## src/cai_pkg.sv

```systemverilog
// Shared types and constants for the checked integer ALU.
// No dependencies; used by every module of the block.
package cai_pkg;

  localparam int unsigned XLEN = 64;

  typedef enum logic [2:0] {
    MODE_ADD  = 3'd0,
    MODE_SUB  = 3'd1,
    MODE_MUL  = 3'd2,
    MODE_DIV  = 3'd3,
    MODE_MOD  = 3'd4,
    MODE_CAST = 3'd5
  } mode_e;

  typedef enum logic [1:0] {
    TRAP_NONE = 2'd0,
    TRAP_DIVZ = 2'd1,
    TRAP_OVF  = 2'd2
  } trap_e;

  // One item as it travels through the chain.
  typedef struct packed {
    logic             valid;
    logic [2:0]       mode;
    logic             wide;
    logic             sgn;
    logic             na;
    logic             nb;
    logic [XLEN-1:0]  x;       // dividend / multiplier, shifted out MSB first
    logic [XLEN-1:0]  mb;
    logic [XLEN-1:0]  rem;
    logic [XLEN-1:0]  quo;
    logic [XLEN-1:0]  acc;
    logic             movf;    // product went past 64 bits
    logic             done;    // result already settled in the first stage
    logic [XLEN-1:0]  res;
    logic [1:0]       trap;
  } lane_t;

endpackage

```

## src/cai_cell.sv

```systemverilog
// One chain cell: a restoring-division step and a shift-add multiply step
// on the next operand bit. Depends on cai_pkg.
module cai_cell
  import cai_pkg::*;
(
  input  logic  clk_i,
  input  logic  rst_ni,
  input  logic  en_i,
  input  lane_t lane_i,
  output lane_t lane_o
);

  lane_t             lane_d, lane_q;
  logic [XLEN:0]     t;
  logic              ge;
  logic [XLEN+1:0]   s;

  always_comb begin
    lane_d = lane_i;
    t  = {lane_i.rem, lane_i.x[XLEN-1]};
    ge = t >= {1'b0, lane_i.mb};
    lane_d.rem = ge ? XLEN'(t - {1'b0, lane_i.mb}) : t[XLEN-1:0];
    lane_d.quo = {lane_i.quo[XLEN-2:0], ge};
    s = {1'b0, lane_i.acc, 1'b0}
      + {2'b00, (lane_i.x[XLEN-1] ? lane_i.mb : {XLEN{1'b0}})};
    lane_d.acc  = s[XLEN-1:0];
    lane_d.movf = lane_i.movf | (s[XLEN+1:XLEN] != 2'b00);
    lane_d.x    = {lane_i.x[XLEN-2:0], 1'b0};
  end

  always_ff @(posedge clk_i or negedge rst_ni) begin
    if (!rst_ni) begin
      lane_q <= '0;
    end else if (en_i) begin
      lane_q <= lane_d;
    end
  end

  assign lane_o = lane_q;

endmodule

```

## config.mk

```make
export PLATFORM = sky130hd
export DESIGN_NAME = cai_cell
export DESIGN_NICKNAME = d
export VERILOG_FILES = /design/src/cai_pkg.sv /design/src/cai_cell.sv
export SDC_FILE = /design/constraint.sdc
export NUM_CORES = 1
export LEC_CHECK = 0
export ABC_AREA = 1
export BUFFER_PORTS_ARGS = -buffer_cell sky130_fd_sc_hd__buf_2
export CAP_MARGIN = 0
export CORE_AREA = 2 2 306 308
export DETAILED_ROUTE_END_ITERATION = 7
export DIE_AREA = 0 0 308 310
export PLACE_DENSITY_LB_ADDON = 0.3
export SYNTH_ARGS = -nofsm -noshare
export SYNTH_HDL_FRONTEND = slang
export SYNTH_SLANG_ARGS = --single-unit
```

## constraint.sdc

```tcl
create_clock -name clk_i -period 1.1 [get_ports clk_i]
set_clock_uncertainty 0.1 [all_clocks]
set_input_delay 0.165 -clock clk_i [delete_from_list [all_inputs] [get_ports clk_i]]
set_output_delay 0.165 -clock clk_i [all_outputs]
set_load 0.1 [all_outputs]
```

# Yosys cells after proc, flatten, opt, wreduce, memory -nomap -nowiden
# Cells that the tools add are included.
# totals
register_bits,395
out_inout_bits,396
# classes
add_sub_neg,2
order_cmp,1
muxes,2
n_bitwise,1
reduce_logical,1
# ops
operator,count
$mux 64,2
$add 65x64->66,1
$ge 65x64->1,1
$sub 64x64->64,1
$reduce_bool 2->1,1
$or 1x1->1,1

# Longest topological paths before layout
# depth
word_depth,4
ltp_mapped,20
ltp_nobuf,18

# Worst setup path before layout
# Ideal clock, no wire load.
# synth_path
path_kind,input port to flip-flop
from,input port lane_i[387] in the netlist's numbering
to,"register lane_q, in the netlist lane_o[117]"
arrival_time_ns,2.233
slack_ns,-1.353
stages,16
cell_sequence,clkbuf_1 clkbuf_1 nand2_1 inv_1 ha_1 a21oi_1 o21ai_1 nand2_1 nand2_1 nand3_1 nand2_1 nand2_1 nand3_1 or2_2 nand3_1 nand2_1
# synth_via
elab_chain_len,2
# synth_lines
item,line,rtl
start: declaration,cai_cell.sv:9,"input lane_t lane_i,"
$mux 64,cai_cell.sv:25,"+ {2'b00, (lane_i.x[XLEN-1] ? lane_i.mb : {XLEN{1'b0}})};"
$add 65x64->66,cai_cell.sv:25,
end signal: assignment,cai_cell.sv:35,lane_q <= lane_d;
end: declaration,cai_cell.sv:13,"lane_t lane_d, lane_q;"
# Every way passes these cells.
# A chain may end at the register's enable or synchronous reset.

# Worst setup path in the final report
# layout_path
from,input port lane_i[387] in the netlist's numbering
to,"register lane_q, in the netlist lane_o[122]"
# The elaborated chain is that of the path after synthesis.

==> summary.txt <==
Critical path
  – CP Max Fanout: 5
  – Crit path buf inv count: 5
  – Crit path max-delay family: simple AND/OR/NAND/NOR gates
  – Crit path arrival time: roughly 2.3 ns
  – Worst endpoint required time: 1.52 ns
  – CP peak stage delay: 0.33 ns
  – CP startpoint kind: primary input
  – Critical Path Source: lane_i[387]
  – CP most frequent cell: nand2_1
  – CP endpoint kind: flip-flop
  – CP max-delay cell: ha_4
  – Critical path type: primary input to flip-flop
  – Reg2reg start: lane_o[94]
  – Critical-path cell list: buf_12 > buf_16 > buf_4 > nand2_1 > inv_2 > ha_4 > nand2_4 > nor2_4 > nand2_2 > nor4_4 > nand2_1 > nand2_2 > buf_6 > nand2_4 > nand2_2 > nand2_1 > nand3_2 > nand2_1

Finish
  – Area growth syn-to-layout: 110%
  – Post-Layout Cell Count: 7386
  – Final nets: 6666
  – Most common cell after layout, fill and taps aside: nand2_1
  – Fillers: 7583
  – Share of cells above drive strength 1: 45.9%
  – Max FFs per register: 395
  – Post-layout instance area: 57100 µm²
  – Commonest non-fill, non-tap cells in the layout: nand2_1 (1562), buf_4 (723), buf_12 (452), inv_1 (445), dfrtp_1 (393)

Floorplan
  – Row Count: 112
  – Boundary pin count: between 700 and 800
  – Die area: 95500 µm²
  – Die X: 308 µm
  – Starting Density: slightly below 30%
  – Core ar.: roughly 90000 µm²
  – Chip height: 310 µm

Drt
  – DRT iter0 DRCs: between 3000 and 4000
  – Routed wire per std cell: 21.7 µm
  – Wirelength, routed: 160000 µm
  – DR DRC count: 0
  – Pre-Repair DR Iteration Count: 6
  – Antenna Nets Post-Route: 0
  – Via count: around 36000
  – Vias per cell: slightly below 5

STA
  – Final WS setup: -0.805 ns
  – WHS: -0.0865 ns
  – Final Cycle Share: 173%
  – Hold Vio Cnt, Final: 7
  – Pins Over Slew Limit: 0
  – Min cycle time layout: 1.90 ns
  – Max Fclk: 0.525 GHz
  – Final setup viols: roughly 780
  – RSZ-0062 raised after global routing: yes

GRT
  – Global-route wire length before repair: about 220000 µm
  – Initial antenna violation count: 26
  – Largest net degree at the start of global routing: 72
  – Remaining global-route overflow: 0
  – Total global-route track usage: 31.4%
  – Vias in the first global route: 35200

CTS
  – CTS Buf Count: 48
  – Reg clk slew, reported paths: approximately 0.060 ns
  – Clock Tree Buf Depth: 3
  – Worst-Skew Late Latency: 0.62 ns
  – CTS tree: yes
  – Root Buffer: clkbuf_16
  – H-tree depth: 2
  – Sink Count: between 300 and 400

Yosys
  – Top_reg_cell synth: dfrtp_1
  – Mapped cell area: around 27000 µm²
  – Flops & latches, synth: 395
  – Net count after synthesis: 4756
  – Unique cell type count in the Yosys netlist: between 40 and 50
  – Number of enable flip-flop cells after synthesis: 0
  – Asr flop ratio synth: 100%
  – Mean Syn Cell Area: 6.42 µm²
  – Syn. warnings: 0
  – Post-synthesis sequential area ratio: 36.4%
  – Gate Count Post-Synth: 4227

Placed design
  – PortBufs: 792
  – RePlAce Congestion: 1.01
  – Placed cells: just under 7000
  – Dpl cell area: 45400 µm²
  – Hpwl dp: 119000 µm

Outcome
  – Status: finished, violations left
  – Failing checks: negative hold slack, negative setup slack

Power and ir drop
  – PD cells: 1320 nW/µm²
  – Peak supply drop: 1.23 mV
  – Cell leakage power: 29.0 nW

Min path
  – Hold WC Path Type: primary input to flip-flop
  – Hold Crit Start: lane_i[260]

Job
  – Max-cap violations: 0
-- per-layer routing --
layer / track usage [%] / vias up / part of all wire, %
li1: - / 16800 / -
met5: 0 / - / 0.072
met3: 6.93 / 485 / 8.3
met4: 17.9 / 18 / 6.8
met1: 39.5 / 16900 / 40
met2: 49.8 / 1679 / 45
-- synthesized netlist by cell type (2+ instances only) --
| cell type | instances | share of area, % |
|---|---|---|
| o21ai_1 | 3 | 0.055 |
| and2_1 | 7 | 0.16 |
| nor3_1 | 24 | 0.44 |
| a21oi_1 | 143 | 2.6 |
| nand3_1 | 167 | 3.1 |
| inv_2 | 13 | 0.18 |
| a21o_1 | 6 | 0.17 |
| nor2_4 | 3 | 0.12 |
| nor2_1 | 272 | 3.8 |
| ha_1 | 128 | 5.9 |
| nand2_2 | 8 | 0.18 |
| inv_1 | 613 | 8.5 |
| nor2_2 | 11 | 0.25 |
| nand3b_1 | 100 | 2.8 |
| dfrtp_1 | 395 | 36 |
| xnor2_1 | 53 | 1.7 |
| nand2_1 | 1928 | 27 |
| xor2_1 | 2 | 0.065 |
| nor4_1 | 13 | 0.30 |
| buf_6 | 12 | 0.50 |
| o21bai_1 | 10 | 0.28 |
| clkbuf_1 | 84 | 1.2 |
| or2_2 | 5 | 0.12 |
| a31oi_1 | 6 | 0.14 |
| buf_2 | 9 | 0.17 |
| o21ai_0 | 159 | 2.9 |
| a21boi_0 | 3 | 0.083 |
| fa_1 | 2 | 0.15 |
| buf_1 | 5 | 0.069 |
| buf_4 | 7 | 0.19 |
| and3_1 | 2 | 0.046 |
| nand4_1 | 25 | 0.58 |
-- final cells by class --
class / instances / area (µm²) / area share [%]
flip-flops and latches: 395 / 9890 / 17.3
inverters: 626 / 2440 / 4.27
clock inverters: 19 / 239 / 0.419
diodes: 15 / 37.5 / 0.0657
well taps: 1197 / 1500 / 2.62
clock buffers: 68 / 1350 / 2.36
repair buffers: 1976 / 21200 / 37.1
multi-input cells: 3090 / 20500 / 35.9
-- path summary, 6_finish.rpt --
kind | endpoint | cells past startpoint | slack (ns)
min in group asynchronous | lane_o[249] | 3 | 0.07
worst min register to register | lane_o[380] | 2 | 0.43
worst max register to register | lane_o[94] | 2 | 0.17
worst max-delay path | lane_o[122] | 18 | -0.80
worst min-delay path | lane_o[196] | 5 | -0.09
max in group asynchronous | lane_o[379] | 4 | 0.34
-- worst min-delay path, cell delays in order --
cell	delay, ns
buf_2	0.12
ha_4	0.16
nand2_2	0.06
nand3_2	0.07
nand2_1	0.04
-- metrics by stage --
step	setup TNS [ns]	power, mW	util [%]	worst slack [ns]
after floorplan	-212.41	37.2	-	-0.965
after global placement	-208.52	53.2	49.1	-1.61
after detailed placement	-213.30	53.4	49.1	-1.62
after CTS	-308.86	73.2	58.7	-0.756
after global routing	-348.65	78.0	61.7	-0.907
final	-310.38	75.5	61.7	-0.805
-- power by group --
part,total (mW),leakage [nW],internal [mW],switching [mW]
logic,40.6,23.5,15.8,24.8
clock network,16.5,0.759,9.32,7.22
registers,18.4,4.78,16.2,2.19
total,75.5,29.0,41.3,34.2
-- cell families (layout without fill, tap and decap cells) --
family          after synthesis  in the layout  share of synthesized area [%]
fa+ha+maj                   130            130                           6.05
buf+inv                     743           2689                           10.7
simple gates               2570           2571                           38.7
compound gates              333            333                           6.37
flops                       395            395                           36.4
xor+xnor                     55             55                           1.77
other cells                   1             16                         0.0138
-- what timing repair did --
item                       CTS  global route
setup buffers               93            61
resized for setup          709           655
pin swaps                  212           248
setup endpoints to repair  523           781
hold endpoints to repair   755            11
hold buffers               354             4
cloned                      18             6
(Power assumes the default switching activity.)
