[src/cai_pkg.sv]
// Shared types and constants for the checked integer ALU.
// No dependencies; used by every module of the block.
package cai_pkg;

  localparam int unsigned XLEN = 64;

  typedef enum logic [2:0] {
    MODE_ADD  = 3'd0,
    MODE_SUB  = 3'd1,
    MODE_MUL  = 3'd2,
    MODE_DIV  = 3'd3,
    MODE_MOD  = 3'd4,
    MODE_CAST = 3'd5
  } mode_e;

  typedef enum logic [1:0] {
    TRAP_NONE = 2'd0,
    TRAP_DIVZ = 2'd1,
    TRAP_OVF  = 2'd2
  } trap_e;

  // One item as it travels through the chain.
  typedef struct packed {
    logic             valid;
    logic [2:0]       mode;
    logic             wide;
    logic             sgn;
    logic             na;
    logic             nb;
    logic [XLEN-1:0]  x;       // dividend / multiplier, shifted out MSB first
    logic [XLEN-1:0]  mb;
    logic [XLEN-1:0]  rem;
    logic [XLEN-1:0]  quo;
    logic [XLEN-1:0]  acc;
    logic             movf;    // product went past 64 bits
    logic             done;    // result already settled in the first stage
    logic [XLEN-1:0]  res;
    logic [1:0]       trap;
  } lane_t;

endpackage

[src/cai_post.sv]
// Final stage: sign fix-up of products, quotients and remainders, range check of products,
// output register. Depends on cai_pkg.
module cai_post
  import cai_pkg::*;
(
  input  logic            clk_i,
  input  logic            rst_ni,
  input  logic            en_i,
  input  lane_t           lane_i,
  output logic            valid_o,
  output logic [XLEN-1:0] result_o,
  output logic [1:0]      trap_o
);

  logic [XLEN-1:0] res_d, res_q, lo, limit;
  logic [1:0]      trap_d, trap_q;
  logic            valid_q, neg, ok;

  always_comb begin
    res_d  = lane_i.res;
    trap_d = lane_i.trap;
    lo     = lane_i.acc;
    neg    = lane_i.na ^ lane_i.nb;
    limit  = lane_i.wide ? 64'h8000_0000_0000_0000 : 64'h0000_0000_8000_0000;
    ok     = 1'b0;
    if (!lane_i.done) begin
      case (lane_i.mode)
        MODE_MUL: begin
          if (lane_i.sgn)
            ok = !lane_i.movf && ((neg && lo != '0) ? (lo <= limit) : (lo < limit));
          else
            ok = !lane_i.movf && (lane_i.wide || lo[63:32] == 32'd0);
          if (ok) begin
            res_d  = (lane_i.sgn && neg) ? (~lo + 64'd1) : lo;
            trap_d = TRAP_NONE;
          end else begin
            res_d  = '0;
            trap_d = TRAP_OVF;
          end
        end
        MODE_DIV: begin
          res_d  = (lane_i.sgn && neg) ? (~lane_i.quo + 64'd1) : lane_i.quo;
          trap_d = TRAP_NONE;
        end
        MODE_MOD: begin
          res_d  = (lane_i.sgn && lane_i.na) ? (~lane_i.rem + 64'd1) : lane_i.rem;
          trap_d = TRAP_NONE;
        end
        default: ;
      endcase
    end
  end

  always_ff @(posedge clk_i or negedge rst_ni) begin
    if (!rst_ni) begin
      valid_q <= 1'b0;
    end else if (en_i) begin
      valid_q <= lane_i.valid;
    end
  end

  always_ff @(posedge clk_i) begin
    if (en_i) begin
      res_q  <= res_d;
      trap_q <= trap_d;
    end
  end

  assign valid_o  = valid_q;
  assign result_o = res_q;
  assign trap_o   = trap_q;

endmodule

[config.mk]
export PLATFORM = sky130hd
export DESIGN_NAME = cai_post
export DESIGN_NICKNAME = d
export VERILOG_FILES = /design/src/cai_pkg.sv /design/src/cai_post.sv
export SDC_FILE = /design/constraint.sdc
export NUM_CORES = 1
export LEC_CHECK = 0
export BUFFER_PORTS_ARGS = -buffer_cell sky130_fd_sc_hd__buf_2
export CAP_MARGIN = 20
export CORE_AREA = 10 10 171 173
export DETAILED_ROUTE_END_ITERATION = 6
export DIE_AREA = 0 0 181 183
export GPL_ROUTABILITY_DRIVEN = 0
export PLACE_DENSITY_LB_ADDON = 0.15
export SYNTH_ARGS = -nofsm -noshare
export SYNTH_HDL_FRONTEND = slang
export SYNTH_SLANG_ARGS = --single-unit
[constraint.sdc]
create_clock -name clk_i -period 2.2 [get_ports clk_i]
set_input_delay 0.44 -clock clk_i [delete_from_list [all_inputs] [get_ports clk_i]]
set_output_delay 0.44 -clock clk_i [all_outputs]
set_load 0.01 [all_outputs]
Word-level counts from Yosys, hierarchy flattened --
Cells that the tools add are included.
Word-level totals: register bits 67, bits in latches 0, RAM bits 0, memory bits (read-only) 0, input bits 399, logic and storage cells 39, memories 0
Operators by class: add/subtract/negate cells 3, $mul 0, div/mod/pow operators 0, $lt $le $gt $ge 2, equal/unequal tests 3, shift operators 0, multiplexer cells 14, bitwise gates (word level) 4, reduce and logical (&&, ||, !) cells 10
Operators with widths (count):
- two-way mux 64 bit | 6
- adder 64 x 1 -> 64 bit, second input constant | 3
- NOT 64 bit | 3
- case mux 64 bit (3 select lines) | 1
- less-or-equal comparator 64 bit | 1
- < comparator 64 bit | 1
- nonzero test 64 bit | 1
- logical NOT 32 bit | 1
- equality test 3 x 2 -> 1 bit, second input constant | 2
- logical AND 1 bit | 5
- two-way mux 1 bit | 4
- two-way mux 2 bit | 2
- case mux 2 bit (2 select lines) | 1
- equality test 3 bit, second input constant | 1
- OR reduction 2 bit | 1
- logical NOT 1 bit | 1
- logical OR 1 bit | 1
- XOR 1 bit | 1

Logic depth before layout (Yosys ltp) --
depth after elaboration 10, depth in mapped cells 10, gate-level depth less buffers 9

Worst setup path after synthesis --
No wires, ideal clock.
path kind input-to-reg, start point input lane_i[196] (netlist name), end point register res_q[60] (netlist: result_o[60]), data pin, library setup time 256 ps, arrival time 2826 ps, path slack -883 ps, cell stages on the path 9, path buffers 0, cell sequence inv_1 > ha_1 > or4b_2 > nor4_4 > nand4_1 > nor4_2 > mux2i_1 > o22ai_1 > o22a_1
Between the ends: cells in the longest elaborated chain, start to end 5
RTL lines:
- from (decl) | RTL line cai_post.sv:9 | input lane_t lane_i,
- NOT 64 bit | RTL line cai_post.sv:46 | res_d = (lane_i.sgn && lane_i.na) ? (~lane_i.rem + 64'd1) : lane_i.rem;
- adder 64 x 1 -> 64 bit | RTL line cai_post.sv:46
- two-way mux 64 bit | RTL line cai_post.sv:46
- case mux 64 bit (3 select lines) | RTL line cai_post.sv:27 | case (lane_i.mode)
- two-way mux 64 bit | RTL line cai_post.sv:26 | if (!lane_i.done) begin
- net res_d[60] | RTL line cai_post.sv:15 | logic [XLEN-1:0] res_d, res_q, lo, limit;
- to (signal assigned) | RTL line cai_post.sv:64 | res_q <= res_d;
- to (decl) | RTL line cai_post.sv:15
The timed path passes the listed nets, and every way through them passes these cells. A chain may end at the register's enable or synchronous reset.

Worst setup path after layout --
start point input lane_i[86] (netlist name), end point register res_q[63] (netlist: result_o[63]), data pin
Between the ends: cells in the longest elaborated chain, start to end 10, elaborated cells between the ends (all ways) 15, those cells by class add/sub (1); order compare (2); mux (8); bitwise (1); reduce/logical (3)
RTL lines:
- parallel branches: the longest is 7 deep, another holds < comparator 64 bit
- two-way mux 64 bit (*) | RTL line cai_post.sv:33 | if (ok) begin
- case mux 64 bit (3 select lines) (*) | RTL line cai_post.sv:27
- two-way mux 64 bit (*) | RTL line cai_post.sv:26
- net res_d[63] | RTL line cai_post.sv:15
Mark *: on every way through the listed nets, which the timed path passes. The select of a mux whose other input is x is not followed.

==> metrics.cfg <==
[setup_path]
cp-start-kind=input port
cp_data_required_time_ns=2.37
critPathKind=in -> reg
worstPathMaxFanout=7
cpMaxStageDelayCell=or4_4
worst-path-buf-inv=3
crit_arrival_ns=2.83
cpPeakStageDelay_ns=0.53
end_kind=flip-flop
path_cells=buf_6, or4_4, or3_4, nor4_4, buf_4, buf_12, a31oi_1, xor2_1, a211oi_2, a31oi_1
path_common_cell=a31oi_1
critPathTopFamily=simple AND/OR/NAND/NOR gates

[synth]
netlist_area_um2=8360
avgSynthCellArea_um2=7.53
ys_seq_area_share_pct=24.0
synth_warnings=0
syn-instance-count=1109
ys_async_sr_fraction_pct=1.49
synth-seq-cells=67
synth_edf_count=66
synth_cell_types=63
synth_ff_type=edfxtp_1
synth_nets=1513

[clocking]
cts_tree=built
cts_buffers=9
cts_sinks=67
clkTransAtPathRegs_ns=0.06
clock_path_buffers=2
clock-root-buffer=clkbuf_16
clk_latency_ns=0.35
htreeDepth=3

[drt]
vias=11996
drtIter0Drc=1275
drt-total-wl_um=48600
routedWlPerCell_um=22.3
dr.pass1.iters=6
drtAntennaViolNets=0
drc=0
viasPerCell=5.50

[cells_and_area]
nets=2240
drive_gt1_share_pct=54.3
multi_input_area_um2=7230
synthToLayoutAreaGrowth_pct=88.4
fillers=2353
seqCellArea_um2=2010

[job]
max_cap_viol_count=0

[timing]
slew_violations=0
setup_violations=65
worstMarginPinSlew_ns=0.515
fin_worst_skew_ns=0
timing.final.ws_setup_ns=-0.462
post-route-period-util_pct=121
fin_crit_ns=2.66
relSlewSlack_pct=65.4
fmaxAchievable_mhz=376
finalHoldViolations=0
rsz0062_at_grt=true

[power_and_ir_drop]
p_per_area_nw_per_um2=364
peakVddDrop_uv=258
p_leak_nw=6.98
finalPower_mw=5.72

[global_routing]
antenna_found_initial=6
gr-total-overflow=0
grt_pass1_vias=11948
track_usage_pct=26.9
grt_first_pass_wirelength_um=69900
grt_max_degree=32

[floorplan]
dieHeight_um=183
core_area_um2=25800
start_util_pct=32.4
die_w_um=181
ios=466
rows=59
die_area_um2=33100

[place]
post-place-ws_ns=-0.922
detailed_place_hpwl_um=38500
io_buffers=337

[run_status]
status=finished, violations left
violations=setup timing

[worst_hold_path]
hold_class=in -> reg

## registers in the layout (all words and copies together), names as in the netlist
register	cells
result_o	64
trap_o	2
valid_o	1
## final timing paths
path	to	depth (start not counted)	slack (ns)	start
worst max-delay path	result_o[63]$_DFFE_PP_	10	-0.46	lane_i[86]
worst min-delay path	valid_o$_DFFE_PN0P_	2	0.32	lane_i[395]
worst max register to register	valid_o$_DFFE_PN0P_	1	1.46	valid_o$_DFFE_PN0P_
worst min register to register	valid_o$_DFFE_PN0P_	1	0.51	valid_o$_DFFE_PN0P_
max in group asynchronous	valid_o$_DFFE_PN0P_	2	1.73	rst_ni
min in group asynchronous	valid_o$_DFFE_PN0P_	2	0.39	rst_ni
## cells by family (layout without fill, tap and decap cells)
family	after synthesis	after routing	synth area share, %
buffers and inverters	101	833	5.02
other	0	6	0
muxes	10	10	1.23
and+or+nand+nor	413	413	24.8
adders and majority gates	5	5	0.749
DFF	67	67	24.0
AOI/OAI and AO/OA	341	341	26.1
xor gates and xnor gates	172	172	18.0
## placed cells by master (no fill, tap or decap), drive strengths merged, types with 3 or more instances in the layout
| cell | n |
|---|---|
| o22a | 3 |
| and3 | 9 |
| or2 | 4 |
| nand4 | 12 |
| nor4 | 35 |
| a221oi | 28 |
| ha | 5 |
| inv | 29 |
| buf | 783 |
| nand3 | 19 |
| mux2i | 8 |
| clkbuf | 15 |
| a31oi | 76 |
| o41ai | 9 |
| edfxtp | 66 |
| nor3 | 54 |
| nand2 | 82 |
| or4 | 14 |
| o21ai | 46 |
| xnor2 | 61 |
| diode | 6 |
| o31ai | 23 |
| o22ai | 19 |
| a21oi | 96 |
| a41oi | 10 |
| xor2 | 111 |
| a22oi | 12 |
| nand2b | 5 |
| a211oi | 3 |
| nor2 | 136 |
| or3 | 21 |
| and2 | 10 |
| a21o | 3 |
## power breakdown
group	switching, mW	internal, mW	leakage (nW)	total, mW
sequential	0.0455	1.55	0.657	1.60
clock	0.655	0.877	0.136	1.53
combinational	1.41	1.18	6.19	2.59
total	2.11	3.61	6.98	5.72
## Yosys cell counts, types with 23 or more instances
master	n	area, um^2
nor2_1	136	510
xor2_1	111	972
a21oi_1	95	475
nand2_1	82	308
a31oi_1	76	475
edfxtp_1	66	1980
xnor2_1	61	534
clkbuf_1	59	221
nor3_1	54	270
o21ai_0	39	195
nor4_1	30	188
inv_1	29	109
a221oi_1	28	245
o31ai_1	23	173
## through the flow
step	instances	hold slack [ns]	util (%)	instance area (um^2)	setup TNS (ns)
detailed placement	2125	0.216	53.6	13800	-52.96
finish	2182	0.320	61.1	15700	-23.83
CTS	2163	0.316	57.6	14900	-23.30
global route	2181	0.324	61.1	15700	-26.93
floorplan	1109	0.144	-	8640	-36.12
global placement	2125	0.217	53.6	13800	-51.08
## routing by layer
metal / wire (um) / part of all wire (%) / up-vias / GRT usage, %
met3: 4790 / 9.9 / 70 / 6.14
met2: 21100 / 43 / 657 / 40.8
met5: 0 / 0 / - / 0
met1: 21600 / 45 / 5636 / 37.4
met4: 1040 / 2.1 / 0 / 7.22
li1: - / - / 5633 / -
## cell type report
class	count	area share [%]
Multi-Input combinational cell	941	45.9
Clock inverter	5	0.350
Timing Repair Buffer	788	35.9
Tap cell	335	2.66
Clock buffer	11	1.48
Antenna cell	6	0.0954
Inverter	29	0.803
Sequential cell	67	12.8
## what timing repair did
item,4_1_cts,5_1_grt
setup endpoints to repair,65,65
hold buffers,1,0
hold endpoints to repair,1,0
buffers inserted,19,16
gates cloned,3,4
pin swaps,60,96
resized for setup,103,128
No activity file was read; power rests on OpenSTA's default activity.
